==> src/rtl/core/avgseg_pkg.sv <==
// ----------------------------------------------------------------------------
// avgseg_pkg
// Shared constants, types and the digit segment table of the averaged
// sample to seven-segment display driver.
// ----------------------------------------------------------------------------
package avgseg_pkg;

   // block configuration
   localparam int SAMPLES_PER_UPDATE = 8;
   localparam int DISPLAY_DIGITS     = 6;

   // field widths
   localparam int SAMPLE_W    = 10;
   localparam int SCALE_W     = 10;
   localparam int SCALE_SHIFT = 10;
   localparam int SEG_W       = 8;

   localparam logic [SCALE_W-1:0] SCALE_RESET = SCALE_W'(625);
   localparam logic [SEG_W-1:0]   SEG_BLANK   = '0;
   localparam logic [3:0]         DIGIT_NINE  = 4'd9;

   // derived widths
   localparam int SUM_W   = SAMPLE_W + $clog2(SAMPLES_PER_UPDATE);
   localparam int COUNT_W = (SAMPLES_PER_UPDATE > 1) ? $clog2(SAMPLES_PER_UPDATE) : 1;
   localparam int PROD_W  = SUM_W + SCALE_W;
   localparam int VAL_W   = PROD_W - SCALE_SHIFT;
   localparam int MCNT_W  = $clog2(SCALE_W + 1);
   localparam int BCNT_W  = $clog2(VAL_W + 1);

   // decimal digits needed to hold any value
   localparam int BCD_DIGITS = (VAL_W * 3) / 10 + 1;
   localparam int NUM_W      = $clog2(BCD_DIGITS + 1);
   localparam int MAX_DIGITS = (BCD_DIGITS > DISPLAY_DIGITS) ? BCD_DIGITS : DISPLAY_DIGITS;
   localparam int CNT_W      = $clog2(MAX_DIGITS + 1);
   localparam int IDX_W      = (BCD_DIGITS > 1) ? $clog2(BCD_DIGITS) : 1;

   // conversion result handed to the byte sequencer
   typedef struct packed {
      logic [BCD_DIGITS-1:0][3:0] digit;
      logic [NUM_W-1:0]           num;
   } bcd_result_type;

   // segment pattern of one decimal digit
   function automatic logic [SEG_W-1:0] seg_pattern(input logic [3:0] d);
      logic [SEG_W-1:0] p;
      case (d)
         4'd0:    p = 8'hEE;
         4'd1:    p = 8'h82;
         4'd2:    p = 8'hDC;
         4'd3:    p = 8'hD6;
         4'd4:    p = 8'hB2;
         4'd5:    p = 8'h76;
         4'd6:    p = 8'h7E;
         4'd7:    p = 8'hC2;
         4'd8:    p = 8'hFE;
         4'd9:    p = 8'hF6;
         default: p = SEG_BLANK;
      endcase
      return p;
   endfunction

endpackage

==> src/rtl/core/avgseg_mult.sv <==
// ----------------------------------------------------------------------------
// avgseg_mult
// Bit-serial shift-and-add multiplier: sum times scale, one scale bit per
// cycle, result shifted right by the scale shift.
// ----------------------------------------------------------------------------
module avgseg_mult (
   input  logic                           clock,
   input  logic                           reset,
   input  logic                           start,
   input  logic [avgseg_pkg::SUM_W-1:0]   mcand,
   input  logic [avgseg_pkg::SCALE_W-1:0] mplier,
   output logic                           done,
   output logic [avgseg_pkg::VAL_W-1:0]   value
);
   import avgseg_pkg::*;

   logic                run_ff, run_in;
   logic                done_ff, done_in;
   logic [MCNT_W-1:0]   cnt_ff, cnt_in;
   logic [PROD_W-1:0]   acc_ff, acc_in;
   logic [PROD_W-1:0]   mcand_ff, mcand_in;
   logic [SCALE_W-1:0]  mplier_ff, mplier_in;

   // one partial product per cycle
   always_comb begin
      run_in    = run_ff;
      done_in   = 1'b0;
      cnt_in    = cnt_ff;
      acc_in    = acc_ff;
      mcand_in  = mcand_ff;
      mplier_in = mplier_ff;
      if (start) begin
         run_in    = 1'b1;
         cnt_in    = '0;
         acc_in    = '0;
         mcand_in  = PROD_W'(mcand);
         mplier_in = mplier;
      end else if (run_ff) begin
         if (mplier_ff[0]) begin
            acc_in = acc_ff + mcand_ff;
         end
         mcand_in  = {mcand_ff[PROD_W-2:0], 1'b0};
         mplier_in = {1'b0, mplier_ff[SCALE_W-1:1]};
         cnt_in    = cnt_ff + MCNT_W'(1);
         if (cnt_ff == MCNT_W'(SCALE_W - 1)) begin
            run_in  = 1'b0;
            done_in = 1'b1;
         end
      end
   end

   // control registers
   always_ff @(posedge clock) begin
      if (reset) begin
         run_ff  <= 1'b0;
         done_ff <= 1'b0;
      end else begin
         run_ff  <= run_in;
         done_ff <= done_in;
      end
   end

   // datapath registers
   always_ff @(posedge clock) begin
      cnt_ff    <= cnt_in;
      acc_ff    <= acc_in;
      mcand_ff  <= mcand_in;
      mplier_ff <= mplier_in;
   end

   assign done  = done_ff;
   assign value = acc_ff[PROD_W-1:SCALE_SHIFT];

endmodule

==> src/rtl/core/avgseg_bcd.sv <==
// ----------------------------------------------------------------------------
// avgseg_bcd
// Bit-serial binary to decimal conversion (shift and add three), one
// binary bit per cycle, plus the count of significant digits.
// ----------------------------------------------------------------------------
module avgseg_bcd (
   input  logic                               clock,
   input  logic                               reset,
   input  logic                               start,
   input  logic [avgseg_pkg::VAL_W-1:0]       value,
   output logic                               done,
   output avgseg_pkg::bcd_result_type         result
);
   import avgseg_pkg::*;

   logic                        run_ff, run_in;
   logic                        done_ff, done_in;
   logic [BCNT_W-1:0]           cnt_ff, cnt_in;
   logic [VAL_W-1:0]            bin_ff, bin_in;
   logic [BCD_DIGITS*4-1:0]     bcd_ff, bcd_in;
   logic [BCD_DIGITS*4-1:0]     adj;
   logic [NUM_W-1:0]            num;

   // add three to every digit of five or more
   always_comb begin
      for (int i = 0; i < BCD_DIGITS; i++) begin
         adj[i*4 +: 4] = (bcd_ff[i*4 +: 4] >= 4'd5) ? bcd_ff[i*4 +: 4] + 4'd3
                                                     : bcd_ff[i*4 +: 4];
      end
   end

   // shift one binary bit into the digit register
   always_comb begin
      run_in  = run_ff;
      done_in = 1'b0;
      cnt_in  = cnt_ff;
      bin_in  = bin_ff;
      bcd_in  = bcd_ff;
      if (start) begin
         run_in = 1'b1;
         cnt_in = '0;
         bin_in = value;
         bcd_in = '0;
      end else if (run_ff) begin
         bcd_in = {adj[BCD_DIGITS*4-2:0], bin_ff[VAL_W-1]};
         bin_in = {bin_ff[VAL_W-2:0], 1'b0};
         cnt_in = cnt_ff + BCNT_W'(1);
         if (cnt_ff == BCNT_W'(VAL_W - 1)) begin
            run_in  = 1'b0;
            done_in = 1'b1;
         end
      end
   end

   // significant digits, at least one
   always_comb begin
      num = NUM_W'(1);
      for (int i = 1; i < BCD_DIGITS; i++) begin
         if (bcd_ff[i*4 +: 4] != 4'd0) begin
            num = NUM_W'(i + 1);
         end
      end
   end

   // control registers
   always_ff @(posedge clock) begin
      if (reset) begin
         run_ff  <= 1'b0;
         done_ff <= 1'b0;
      end else begin
         run_ff  <= run_in;
         done_ff <= done_in;
      end
   end

   // datapath registers
   always_ff @(posedge clock) begin
      cnt_ff <= cnt_in;
      bin_ff <= bin_in;
      bcd_ff <= bcd_in;
   end

   assign done         = done_ff;
   assign result.digit = bcd_ff;
   assign result.num   = num;

endmodule

==> src/rtl/core/avgseg_emit.sv <==
// ----------------------------------------------------------------------------
// avgseg_emit
// Byte sequencer: clearing bytes, then one segment byte per digit, most
// significant first, through a registered output stage.
// ----------------------------------------------------------------------------
module avgseg_emit (
   input  logic                           clock,
   input  logic                           reset,
   input  logic                           start,
   input  avgseg_pkg::bcd_result_type     result,
   output logic                           fin,
   output logic                           rsp_valid,
   input  logic                           rsp_stall,
   output logic [avgseg_pkg::SEG_W-1:0]   rsp_segments,
   output logic                           rsp_blank,
   output logic                           rsp_last
);
   import avgseg_pkg::*;

   typedef enum logic [1:0] {
      ST_IDLE,
      ST_BLANK,
      ST_DIGIT
   } state_type;

   state_type                   state_ff, state_in;
   logic [CNT_W-1:0]            blk_ff, blk_in;
   logic [CNT_W-1:0]            rem_ff, rem_in;
   logic                        sat_ff, sat_in;
   logic [BCD_DIGITS-1:0][3:0]  dig_ff, dig_in;
   logic                        valid_ff, valid_in;
   logic [SEG_W-1:0]            seg_ff, seg_in;
   logic                        blank_ff, blank_in;
   logic                        last_ff, last_in;
   logic                        fin_ff, fin_in;
   logic                        out_free;
   logic                        sat_now;
   logic [CNT_W-1:0]            rem_m1;
   logic [IDX_W-1:0]            idx;

   assign out_free = !valid_ff || !rsp_stall;
   assign sat_now  = CNT_W'(result.num) > CNT_W'(DISPLAY_DIGITS);
   assign rem_m1   = rem_ff - CNT_W'(1);
   assign idx      = rem_m1[IDX_W-1:0];

   // sequencer next state
   always_comb begin
      state_in = state_ff;
      blk_in   = blk_ff;
      rem_in   = rem_ff;
      sat_in   = sat_ff;
      dig_in   = dig_ff;
      valid_in = valid_ff;
      seg_in   = seg_ff;
      blank_in = blank_ff;
      last_in  = last_ff;
      fin_in   = 1'b0;
      if (valid_ff && !rsp_stall) begin
         valid_in = 1'b0;
      end
      case (state_ff)
         ST_IDLE: begin
            if (start) begin
               dig_in   = result.digit;
               sat_in   = sat_now;
               rem_in   = sat_now ? CNT_W'(DISPLAY_DIGITS) : CNT_W'(result.num);
               blk_in   = CNT_W'(DISPLAY_DIGITS);
               state_in = ST_BLANK;
            end
         end
         ST_BLANK: begin
            if (out_free) begin
               valid_in = 1'b1;
               seg_in   = SEG_BLANK;
               blank_in = 1'b1;
               last_in  = 1'b0;
               blk_in   = blk_ff - CNT_W'(1);
               if (blk_ff == CNT_W'(1)) begin
                  state_in = ST_DIGIT;
               end
            end
         end
         ST_DIGIT: begin
            if (out_free) begin
               valid_in = 1'b1;
               seg_in   = sat_ff ? seg_pattern(DIGIT_NINE) : seg_pattern(dig_ff[idx]);
               blank_in = 1'b0;
               last_in  = (rem_ff == CNT_W'(1));
               rem_in   = rem_m1;
               if (rem_ff == CNT_W'(1)) begin
                  state_in = ST_IDLE;
                  fin_in   = 1'b1;
               end
            end
         end
         default: begin
            state_in = ST_IDLE;
         end
      endcase
   end

   // state and registered outputs
   always_ff @(posedge clock) begin
      if (reset) begin
         state_ff <= ST_IDLE;
         valid_ff <= 1'b0;
         fin_ff   <= 1'b0;
      end else begin
         state_ff <= state_in;
         valid_ff <= valid_in;
         fin_ff   <= fin_in;
      end
      blk_ff   <= blk_in;
      rem_ff   <= rem_in;
      sat_ff   <= sat_in;
      dig_ff   <= dig_in;
      seg_ff   <= seg_in;
      blank_ff <= blank_in;
      last_ff  <= last_in;
   end

   assign fin          = fin_ff;
   assign rsp_valid    = valid_ff;
   assign rsp_segments = seg_ff;
   assign rsp_blank    = blank_ff;
   assign rsp_last     = last_ff;

endmodule

==> src/rtl/core/averaged_sample_to_seven_segment_top.sv <==
// Non-update samples are taken one per cycle unless the input is stalled, and are
// only added to the running sum. The update sample starts the serial multiply,
// which in turn starts the serial decimal conversion and then the byte sequencer.
// Bytes then leave one per cycle (6 blanks plus 1 to 4 digits) unless stalled.
// Input stalls from the update sample to the cycle after the last byte registers.
// Synchronous active-high reset clears sum, count and handshakes; scale is 625.
// ----------------------------------------------------------------------------
// averaged_sample_to_seven_segment_top
// Sums converter samples, scales every eighth sum and drives the display
// chain with clearing bytes and segment-pattern bytes.
// ----------------------------------------------------------------------------
module averaged_sample_to_seven_segment_top (
   input  logic                              clock,
   input  logic                              reset,
   input  logic                              req_valid,
   output logic                              req_stall,
   input  logic [avgseg_pkg::SAMPLE_W-1:0]   req_sample,
   output logic                              rsp_valid,
   input  logic                              rsp_stall,
   output logic [avgseg_pkg::SEG_W-1:0]      rsp_segments,
   output logic                              rsp_blank,
   output logic                              rsp_last,
   input  logic                              csr_valid,
   output logic                              csr_ready,
   input  logic [avgseg_pkg::SCALE_W-1:0]    csr_scale_factor
);
   import avgseg_pkg::*;

   logic [SUM_W-1:0]    sum_ff, sum_in;
   logic [COUNT_W-1:0]  count_ff, count_in;
   logic [SCALE_W-1:0]  scale_ff, scale_in;
   logic                busy_ff, busy_in;
   logic                req_accept;
   logic                final_sample;
   logic [SUM_W-1:0]    sum_next;
   logic                mult_done;
   logic [VAL_W-1:0]    mult_value;
   logic                bcd_done;
   bcd_result_type      bcd_result;
   logic                emit_fin;

   assign csr_ready    = 1'b1;
   assign req_stall    = busy_ff;
   assign req_accept   = req_valid && !busy_ff;
   assign final_sample = (count_ff == COUNT_W'(SAMPLES_PER_UPDATE - 1));
   assign sum_next     = sum_ff + SUM_W'(req_sample);

   // accumulate samples, clear after the update sample
   always_comb begin
      sum_in   = sum_ff;
      count_in = count_ff;
      scale_in = scale_ff;
      busy_in  = busy_ff;
      if (csr_valid && csr_ready) begin
         scale_in = csr_scale_factor;
      end
      if (req_accept) begin
         if (final_sample) begin
            sum_in   = '0;
            count_in = '0;
            busy_in  = 1'b1;
         end else begin
            sum_in   = sum_next;
            count_in = count_ff + COUNT_W'(1);
         end
      end else if (emit_fin) begin
         busy_in = 1'b0;
      end
   end

   always_ff @(posedge clock) begin
      if (reset) begin
         sum_ff   <= '0;
         count_ff <= '0;
         scale_ff <= SCALE_RESET;
         busy_ff  <= 1'b0;
      end else begin
         sum_ff   <= sum_in;
         count_ff <= count_in;
         scale_ff <= scale_in;
         busy_ff  <= busy_in;
      end
   end

   // serial scale multiply
   avgseg_mult u_mult (
      .clock  (clock),
      .reset  (reset),
      .start  (req_accept && final_sample),
      .mcand  (sum_next),
      .mplier (scale_ff),
      .done   (mult_done),
      .value  (mult_value)
   );

   // serial decimal conversion
   avgseg_bcd u_bcd (
      .clock  (clock),
      .reset  (reset),
      .start  (mult_done),
      .value  (mult_value),
      .done   (bcd_done),
      .result (bcd_result)
   );

   // display byte sequencer
   avgseg_emit u_emit (
      .clock        (clock),
      .reset        (reset),
      .start        (bcd_done),
      .result       (bcd_result),
      .fin          (emit_fin),
      .rsp_valid    (rsp_valid),
      .rsp_stall    (rsp_stall),
      .rsp_segments (rsp_segments),
      .rsp_blank    (rsp_blank),
      .rsp_last     (rsp_last)
   );

endmodule

==> config.mk <==
export PLATFORM = sky130hd
export DESIGN_NAME = averaged_sample_to_seven_segment_top
export DESIGN_NICKNAME = d
export VERILOG_FILES = /design/src/rtl/core/avgseg_pkg.sv /design/src/rtl/core/avgseg_mult.sv /design/src/rtl/core/avgseg_bcd.sv /design/src/rtl/core/avgseg_emit.sv /design/src/rtl/core/averaged_sample_to_seven_segment_top.sv
export SDC_FILE = /design/constraint.sdc
export NUM_CORES = 1
export LEC_CHECK = 0
export BUFFER_PORTS_ARGS = -buffer_cell sky130_fd_sc_hd__clkbuf_2
export CORE_AREA = 3 3 122 124
export DETAILED_ROUTE_END_ITERATION = 8
export DIE_AREA = 0 0 125 127
export PLACE_DENSITY = 0.77
export SYNTH_ARGS = -nofsm -noshare
export SYNTH_HDL_FRONTEND = slang
export SYNTH_SLANG_ARGS = --single-unit
==> constraint.sdc <==
create_clock -name clock -period 6.5 [get_ports clock]
set_input_delay 0.325 -clock clock [delete_from_list [all_inputs] [get_ports clock]]
set_output_delay 0.325 -clock clock [all_outputs]
set_load 0.01 [all_outputs]
==> impl_metrics.tcl, run 1 <==
set metrics [dict create \
    outcome "complete, no violations" \
    stdcell_count 1065 \
    drive_gt1_share_pct 10.4 \
    grt_pass1_vias 6148 \
    antenna_found_initial 0 \
    fin_crit_sh_pct 41.9 \
    area_growth_syn_to_layout_pct 10.1 \
    synth_ff_type "dfxtp_1" \
    max_stage_delay_ns 0.91 \
    core_region_area_sq_um 13900 \
    place_area_sq_um 8560 \
    dp_hpwl_mm 11.7 \
    clock-skew-final_ns 0.00706 \
    power_density_nw_per_um2 279 \
    leakagePower_nw 3.71 \
    drtAntennaViolNets 0 \
    worst_hold_path_type "in -> reg" \
    ys_seq_area_share_pct 46.8 \
    end_kind "register" \
    multi_input_area_sq_um 4130 \
    crit_top_cell "nand2_1" \
    cp_cell_sequence "nand2_1, or3_1, mux2_1, nand2_1" \
    cts_tree "yes" \
    wl_per_cell_um 15.7 \
    cp-start-kind "register" \
    clk_latency_ns 0.43 \
    crit_buf_inv 0 \
    via_per_inst 5.83 \
    synthArstFlopShare_pct 0 \
    dr_total_vias 6206 \
    synth_cells 856 \
    slew_headroom_pct 24.5 \
    cap_viol_max_count 0 \
    die_w_um 125 \
    critPathArrivalTime_ns 3.09 \
    grt_use_total_pct 21.6 \
    first_pass_iters 5 \
    drc 0 \
    final_cell_mix "nand2_1, dfxtp_1, nor2_1" \
    antenna_cells 0 \
    clock_path_buffers 2 \
    synth_warnings 0 \
    portBuffers 35 \
    cts_buffers 17 \
    die_y_um 127 \
    nets 959 \
    regArea_sq_um 3880 \
    path_delay_family "simple AND/OR/NAND/NOR gates" \
    fmax_mhz 367 \
    nFillCells 1091 \
    gr-total-overflow 0 \
    synth_cell_types 63 \
    rows 43 \
    io_pins 38 \
    grt_pass1_wl_mm 28.4 \
    rsz0062_at_grt "false" \
    initial_core_util_pct 59.8 \
    finalPower_w 0.00255 \
    path_class "reg -> reg" \
    drt_iter0_markers 491 \
    cts_setup_buffers 0 \
    tns_ns 0 \
    peakVddDrop_uv 177 \
    fin_area_sq_um 9140 \
    cts-root-buf "clkbuf_16" \
    fin_util_pct 65.8 \
    grt_max_degree 52 \
    required_ns 6.87 \
    post-place-cells 1033 \
    netlist_area_sq_um 8300 \
    cts_max_level 4 \
    dieArea_sq_um 15900 \
    cts_resized 0 \
    final_common_cell "nand2_1" \
    ctsHoldBuffers 0 \
    gp_congestion 0.891 \
    fin_crit_ns 2.72 \
    path_max_fanout 26 \
    synth_edf_count 68 \
    setup_viol 0 \
    cts_sinks 160 \
    drv_slew 0 \
    wl_mm 16.7 \
    cp_slowest_cell "dfxtp_1" \
    ys_seq_elements 160 \
    path_clk_slew_ns 0.06 \
    avgSynthCellArea_sq_um 9.70 \
    finalHoldViolCount 0 \
    worst_pin_slew_ns 1.13 \
]
## cells in the mapped netlist (7+ instances only)
library cell / count / area share (%)
o21ai_0: 47 / 2.8
mux2_2: 12 / 1.6
o21ai_1: 7 / 0.42
buf_1: 7 / 0.32
xor2_1: 20 / 2.1
nand2_1: 96 / 4.3
nor2b_1: 14 / 1.1
nand3_1: 22 / 1.3
clkbuf_1: 31 / 1.4
nand2b_1: 12 / 0.90
mux2i_1: 26 / 3.1
dfxtp_1: 92 / 22
a21o_1: 15 / 1.4
nor3_1: 22 / 1.3
nor2_1: 76 / 3.4
nand4_1: 7 / 0.53
a21oi_1: 72 / 4.3
ha_1: 60 / 9.0
xnor2_1: 20 / 2.1
edfxtp_1: 68 / 25
and3_1: 7 / 0.53
inv_1: 33 / 1.5
## kinds of logic (layout without fill, tap and decap cells)
family	count (synthesis)	in the layout	synth area share (%)
simple gates	284	284	15.9
xor+xnor	40	40	4.22
other cells	2	3	0.0904
flops	160	160	46.8
mux	43	43	5.98
fa+ha+maj	62	62	9.52
compound gates	190	190	14.0
buf+inv	75	103	3.51
## path summary, 6_finish.rpt
kind | slack, ns | startpoint | cells past startpoint | to
min | 0.1 | csr_scale_factor[9] | 2 | scale_ff[9]
max reg2reg | 3.78 | u_mult.run_ff | 4 | u_mult.acc_ff[16]
max | 3.78 | u_mult.run_ff | 4 | u_mult.acc_ff[16]
min reg2reg | 0.47 | u_mult.acc_ff[0] | 2 | u_mult.acc_ff[0]
## stage by stage
step,hold slack [ns],setup WS (ns)
CTS,0.0896,3.76
detailed placement,0.462,3.78
global route,0.0965,3.50
floorplan,0.436,4.08
global placement,0.443,3.89
finish,0.0999,3.78
## power by group
| part | switching [W] | internal [W] |
|---|---|---|
| clock | 0.000417 | 0.000554 |
| combinational | 0.000247 | 0.000183 |
| sequential | 0.0000427 | 0.00110 |
## area by class of cell
cell class	count	share of cell area, %
Clock inverter	13	1.37
Sequential cell	160	42.5
Multi-Input combinational cell	622	45.2
Inverter	33	1.36
Tap cell	180	2.46
Clock buffer	19	4.96
Timing Repair Buffer	38	2.16
## state kept, by name, summed over array words and instances, names as in the netlist, 2 cells and up
register             cells
u_mult.acc_ff           23
u_emit.blk_ff            3
u_bcd.bin_ff            13
count_ff                 3
u_emit.rem_ff            3
u_emit.dig_ff           16
scale_ff                10
u_bcd.bcd_ff            16
u_bcd.cnt_ff             4
u_mult.cnt_ff            4
u_emit.state_ff          2
u_mult.mcand_ff         23
u_mult.mplier_ff        10
sum_ff                  13
u_emit.rsp_segments      7
## layer usage
layer | GRT usage, % | vias up | part of all wire, % | routed length [um]
met5 | 0 | - | 0 | 0
met4 | 7.40 | 0 | 2.0 | 330
met3 | 5.31 | 38 | 4.3 | 720
met1 | 28.4 | 2960 | 47 | 7840
li1 | - | 3073 | - | -
met2 | 35.4 | 135 | 47 | 7800
## worst reg2reg max path: cells and delay by family (launching register included)
family / cells / cell delay, ns
multiplexers: 1 / 0.30
AND/OR/NAND/NOR: 3 / 1.45
flip-flops: 1 / 0.91
(Power assumes the default switching activity.)
==> run 2: changes to the inputs <==
--- a/config.mk
+++ b/config.mk
@@ -5,11 +5,12 @@
 export SDC_FILE = /design/constraint.sdc
 export NUM_CORES = 1
 export LEC_CHECK = 0
+export ABC_AREA = 1
 export BUFFER_PORTS_ARGS = -buffer_cell sky130_fd_sc_hd__clkbuf_2
-export CORE_AREA = 3 3 122 124
+export CORE_AREA = 3 3 131 133
 export DETAILED_ROUTE_END_ITERATION = 8
-export DIE_AREA = 0 0 125 127
-export PLACE_DENSITY = 0.77
+export DIE_AREA = 0 0 134 136
+export PLACE_DENSITY = 0.76
 export SYNTH_ARGS = -nofsm -noshare
 export SYNTH_HDL_FRONTEND = slang
 export SYNTH_SLANG_ARGS = --single-unit
==> constraint.sdc (replaced) <==
create_clock -name clock -period 2.35 [get_ports clock]
set_input_delay 0.1175 -clock clock [delete_from_list [all_inputs] [get_ports clock]]
set_output_delay 0.1175 -clock clock [all_outputs]
set_load 0.01 [all_outputs]
==> run 2 against run 1 <==
  * Sequential power rose to 2.9 times the previous value
  * Clock skew up 0.0057 ns
  * Global-route usage increased by 0.46 points
  * Combinational power grew to 3.8 times the previous value
  * Final cell count rose by 39%
  * Routed wire length increased by 15%
  * First-iteration DRC count decreased by 8.4%
  * Non-clock buffer count up 24
  * Core utilization decreased by 2.3 points
  * Critical path type unchanged
  * Critical endpoint is now u_emit.rsp_segments[2]
==> impl_metrics.tcl, run 2 <==
set metrics [dict create \
    finalPower_w 0.00771 \
    drtAntennaViolNets 0 \
    cts_sinks 160 \
    synth_top_area_share_pct 22.7 \
    synth_cell_types 42 \
    crit_top_cell "inv_1" \
    synth_warnings 0 \
    gp_congestion 0.917 \
    drt_iter0_markers 450 \
    path_class "reg -> reg" \
    gr-total-overflow 0 \
    slew_headroom_pct 55.1 \
    cts_tree "yes" \
    drc 0 \
    portBuffers 35 \
    peakVddDrop_uv 679 \
    finalHoldViolCount 0 \
    rows 46 \
    fin_crit_sh_pct 92.6 \
    path_delay_family "adder cells" \
    cts-root-buf "clkbuf_16" \
    synthArstFlopShare_pct 0 \
    final_common_cell "nand2_1" \
    synth_top_area_cell "edfxtp_1" \
    initial_core_util_pct 56.4 \
    synth_edf_count 68 \
    critPathArrivalTime_ns 2.34 \
    die_y_um 136 \
    grt_pass1_wl_mm 32.8 \
    ys_seq_area_share_pct 43.2 \
    nFillCells 1439 \
    avgSynthCellArea_sq_um 7.48 \
    clk_latency_ns 0.43 \
    max_stage_delay_ns 0.40 \
    area_growth_syn_to_layout_pct 12.7 \
    power_density_nw_per_um2 761 \
    drive_gt1_share_pct 8.29 \
    wl_mm 19.2 \
    tns_ns 0 \
    leakagePower_nw 5.10 \
    rsz0062_at_grt "false" \
    clock-skew-final_ns 0.0127 \
    hold_depth 3 \
    cts_buffers 17 \
    cp_slowest_cell "edfxtp_1" \
    ff2ff_path_depth 11 \
    worst_pin_slew_ns 0.672 \
    cap_viol_max_count 0 \
    setup_viol 0 \
    pre_cts_slack_ns 0.169 \
    end_kind "register" \
    die_w_um 134 \
    antenna_found_initial 0 \
    dr_total_vias 7566 \
    grt_max_degree 39 \
    synth_ff_type "dfxtp_1" \
    first_pass_iters 5 \
    post-place-cells 1438 \
    final_cell_mix "nand2_1, inv_1, dfxtp_1" \
    fmax_mhz 460 \
    path_max_fanout 4 \
    synth.most_common_cell "nand2_1" \
    reg_top3 "u_mult.acc_ff (23), u_mult.mcand_ff (23)" \
    clock_path_buffers 2 \
    core_region_area_sq_um 15900 \
    grt_pass1_vias 7119 \
    dieArea_sq_um 18200 \
    cp-start-kind "register" \
    fin_crit_ns 2.18 \
    grt_use_total_pct 22.1 \
    worst_hold_path_type "in -> reg" \
    stdcell_count 1482 \
    fin_hold_ws_ns 0.0655 \
    path_depth 11 \
    antenna_cells 0 \
    drv_slew 0 \
    path_clk_slew_ns 0.07 \
    synthTopCellsByCount "nand2_1, inv_1, dfxtp_1, nor2_1, nand3_1" \
    dp_hpwl_mm 14.1 \
    required_ns 2.51 \
    via_per_inst 5.11 \
    outcome "complete, no violations" \
    synth_cells 1201 \
    cp_cell_sequence "inv_2, ha_1, inv_1, a21oi_1, a32oi_2, inv_1, ha_1, inv_1, nor2_1, o21ai_0, a21oi_1" \
    wl_per_cell_um 12.9 \
    worst_slack_ns 0.175 \
    nets 1340 \
    io_pins 38 \
    crit_buf_inv 4 \
    ys_seq_elements 160 \
    synthTopCellsByArea "edfxtp_1, dfxtp_1, nand2_1" \
    netlist_area_sq_um 8990 \
    cts_max_level 4 \
]
## run 2: final cells by class
type	instances	area, sq um	share of cell area, %
sequential	160	3880	38.3
timing repair buffer	62	418	4.13
clock buffer	18	450	4.45
multi-input combinational	801	4170	41.2
tap	216	270	2.67
inverter	211	792	7.82
clock inverter	14	141	1.40
## run 2: final timing paths
| check | slack (ns) | from | to |
|---|---|---|---|
| worst max-delay path | 0.17 | u_emit.rem_ff[0] | u_emit.rsp_segments[2] |
| worst min-delay path | 0.07 | csr_valid | scale_ff[6] |
| worst max register to register | 0.17 | u_emit.rem_ff[0] | u_emit.rsp_segments[2] |
| worst min register to register | 0.46 | scale_ff[0] | scale_ff[0] |
## run 2: worst reg2reg max path: cells and delay by family (launching register included)
family / cells / cell delay [ns]
buffers and inverters: 4 / 0.39
flip-flops: 1 / 0.40
AND/OR/NAND/NOR: 1 / 0.05
AO/OA/AOI/OAI: 4 / 0.53
adder cells (fa/ha/maj): 2 / 0.54
## run 2: cell families after synthesis
| group | Yosys count | synth area share, % |
|---|---|---|
| flip-flops | 160 | 43.2 |
| XOR/XNOR | 17 | 1.66 |
| AO/OA/AOI/OAI | 172 | 10.7 |
| buffers and inverters | 241 | 10.5 |
| adder cells (fa/ha/maj) | 62 | 8.80 |
| other | 2 | 0.0836 |
| AND/OR/NAND/NOR | 547 | 25.1 |
## run 2: repair_timing
action | 4_1_cts | 5_1_grt
endpoints found under the hold margin | 11 | 0
setup buffers | 0 | 1
setup endpoints to repair | 0 | 2
hold buffers | 11 | 0
gates resized for setup | 0 | 1
## run 2: where the power goes
part           switching [W]  leakage [nW]  internal (W)
Clock                0.00125         0.295       0.00147
Combinational        0.00104          3.43      0.000598
Sequential          0.000153          1.37       0.00320
## run 2: stage by stage
step	cell area, sq um	util, %
6_report	10100	63.5
3_3_place_gp	9410	59.0
2_1_floorplan	8990	-
4_1_cts	10100	63.4
3_5_place_dp	9410	59.0
5_1_grt	10100	63.5
## run 2: layer usage
metal  global-route usage, %  vias to the layer above  share of wire, %  wire length (um)
met2                    37.3                      133                47              9080
met5                       0                        -                 0                 0
met3                    4.59                       29               3.7               713
met4                    7.26                        0               1.9               367
li1                        -                     3945                 -                 -
met1                    28.5                     3459                47              9020
==> run 3: changes to the inputs <==
--- a/config.mk
+++ b/config.mk
@@ -6,7 +6,7 @@
 export NUM_CORES = 1
 export LEC_CHECK = 0
 export ABC_AREA = 1
-export BUFFER_PORTS_ARGS = -buffer_cell sky130_fd_sc_hd__clkbuf_2
+export BUFFER_PORTS_ARGS = -buffer_cell sky130_fd_sc_hd__buf_2
 export CORE_AREA = 3 3 131 133
 export DETAILED_ROUTE_END_ITERATION = 8
 export DIE_AREA = 0 0 134 136
==> run 3 against run 2 <==
  * Final cell count decreased by 0.13%
  * Via count increased by 0.71%
  * Worst hold slack got worse by 0.016 ns
  * Flip-flop and latch count unchanged
  * Final area decreased by 0.52%
  * First-iteration DRC count increased by 36%
  * Clock skew decreased by 0.0036 ns
  * Non-clock buffer count decreased by 2
  * Clock power about the same
  * Global-route usage increased by 0.31 points
  * Clock-buffer cell count increased by 3
  * Sequential share of layout area increased by 0.20 points
  * Largest cell class unchanged
==> impl_metrics.tcl, run 3 (synthesized netlist as in run 2, its figures left out) <==
set metrics [dict create \
    outcome "complete, no violations" \
    grt_use_total_pct 22.4 \
    fin_crit_ns 2.22 \
    clk_latency_ns 0.43 \
    end_kind "register" \
    slew_headroom_pct 54.1 \
    crit_top_cell "inv_1" \
    fin_crit_sh_pct 94.5 \
    antenna_cells 0 \
    tns_ns 0 \
    first_pass_iters 5 \
    crit_buf_inv 4 \
    leakagePower_nw 5.06 \
    drtAntennaViolNets 0 \
    io_pins 38 \
    cap_viol_max_count 0 \
    reg_top3 "u_mult.acc_ff (23), u_mult.mcand_ff (23)" \
    portBuffers 35 \
    dieArea_sq_um 18200 \
    cp-start-kind "register" \
    gr-total-overflow 0 \
    gp_congestion 0.907 \
    final_common_cell "nand2_1" \
    cts_buffers 17 \
    path_delay_family "compound AO/OA/AOI/OAI gates" \
    clock_path_buffers 2 \
    setup_viol 0 \
    dp_hpwl_mm 14.0 \
    nFillCells 1427 \
    clock-skew-final_ns 0.00908 \
    via_per_inst 5.15 \
    initial_core_util_pct 56.4 \
    critPathArrivalTime_ns 2.38 \
    die_w_um 134 \
    cts-root-buf "clkbuf_16" \
    required_ns 2.51 \
    power_density_nw_per_um2 763 \
    drt_iter0_markers 613 \
    cp_slowest_cell "edfxtp_1" \
    area_growth_syn_to_layout_pct 12.1 \
    path_max_fanout 4 \
    peakVddDrop_uv 678 \
    grt_max_degree 39 \
    drv_slew 0 \
    rsz0062_at_grt "false" \
    wl_per_cell_um 13.2 \
    cts_max_level 4 \
    cts_tree "yes" \
    drive_gt1_share_pct 7.91 \
    final_cell_mix "nand2_1, inv_1, dfxtp_1" \
    nets 1338 \
    grt_pass1_vias 7101 \
    cts_setup_buffers 0 \
    cp_cell_sequence "inv_2, ha_1, inv_1, a21oi_1, a32oi_2, inv_1, ha_1, inv_1, nor2_1, o21ai_0, a21oi_1" \
    dr_total_vias 7620 \
    die_y_um 136 \
    fin_hold_ws_ns 0.0493 \
    path_clk_slew_ns 0.07 \
    grt_pass1_wl_mm 32.9 \
    finalHoldViolCount 0 \
    antenna_found_initial 0 \
    worst_hold_path_type "in -> reg" \
    fmax_mhz 450 \
    drc 0 \
    path_class "reg -> reg" \
    rows 46 \
    max_stage_delay_ns 0.40 \
    cts_sinks 160 \
    wl_mm 19.5 \
    worst_pin_slew_ns 0.688 \
    core_region_area_sq_um 15900 \
]
-- run 3: cell types whose count changed in the layout (fill, tap and decap cells not counted), moves of 2 or more --
cell / previous run / this run
clkbuf_1: 0 / 3
clkbuf_2: 35 / 0
buf_2: 0 / 35
inv_8: 3 / 1
clkinv_2: 3 / 0
clkinv_8: 3 / 0
-- run 3: what timing repair did --
item,in CTS,in global routing
setup endpoints to repair,0,1
hold buffers,11,0
hold endpoints to repair,11,0
gates resized for setup,0,1
-- run 3: area by class of cell --
| class | instances | area, sq um | share of cell area [%] |
|---|---|---|---|
| Clock buffer | 21 | 450 | 4.47 |
| Timing Repair Buffer | 60 | 390 | 3.87 |
| Inverter | 211 | 792 | 7.86 |
| Tap cell | 216 | 270 | 2.68 |
| Clock inverter | 11 | 116 | 1.15 |
| Multi-Input combinational cell | 801 | 4170 | 41.4 |
| Sequential cell | 160 | 3880 | 38.5 |
-- run 3: metal layers --
metal | share of wire [%] | global-route usage [%] | vias up
li1 | - | - | 3948
met1 | 45 | 28.5 | 3474
met2 | 48 | 37.9 | 166
met3 | 4.6 | 4.70 | 32
met4 | 1.9 | 8.06 | 0
met5 | 0 | 0 | -
-- run 3: report_power, final --
part	switching [W]	internal (W)	leakage, nW	total, W
registers	0.000151	0.00320	1.37	0.00335
logic	0.00104	0.000593	3.41	0.00164
clock network	0.00119	0.00152	0.276	0.00270
-- run 3: worst paths after layout --
path	slack, ns	cells after the start	to	start
worst max-delay path	0.13	11	u_emit.rsp_segments[2]	u_emit.rem_ff[0]
worst min-delay path	0.05	2	scale_ff[9]	csr_valid
worst max register to register	0.13	11	u_emit.rsp_segments[2]	u_emit.rem_ff[0]
worst min register to register	0.46	2	scale_ff[0]	scale_ff[0]
-- run 3: stage by stage --
step	power [W]	setup slack, ns	instance area, sq um	util [%]	std cells
after global placement	0.00495	0.203	9390	58.9	1437
after detailed placement	0.00500	0.177	9390	58.9	1437
after global routing	0.00813	0.0192	10100	63.2	1480
after CTS	0.00772	0.152	10100	63.2	1480
after floorplan	0.00456	0.173	8990	-	1202
final	0.00769	0.130	10100	63.2	1480
-- run 3: worst reg2reg max path, cell delays in order, from the launching register on --
cell and delay (ns):
edfxtp_1 0.40, inv_2 0.07, ha_1 0.24, inv_1 0.14
a21oi_1 0.09, a32oi_2 0.22, inv_1 0.14, ha_1 0.30
inv_1 0.06, nor2_1 0.05, o21ai_0 0.18, a21oi_1 0.08
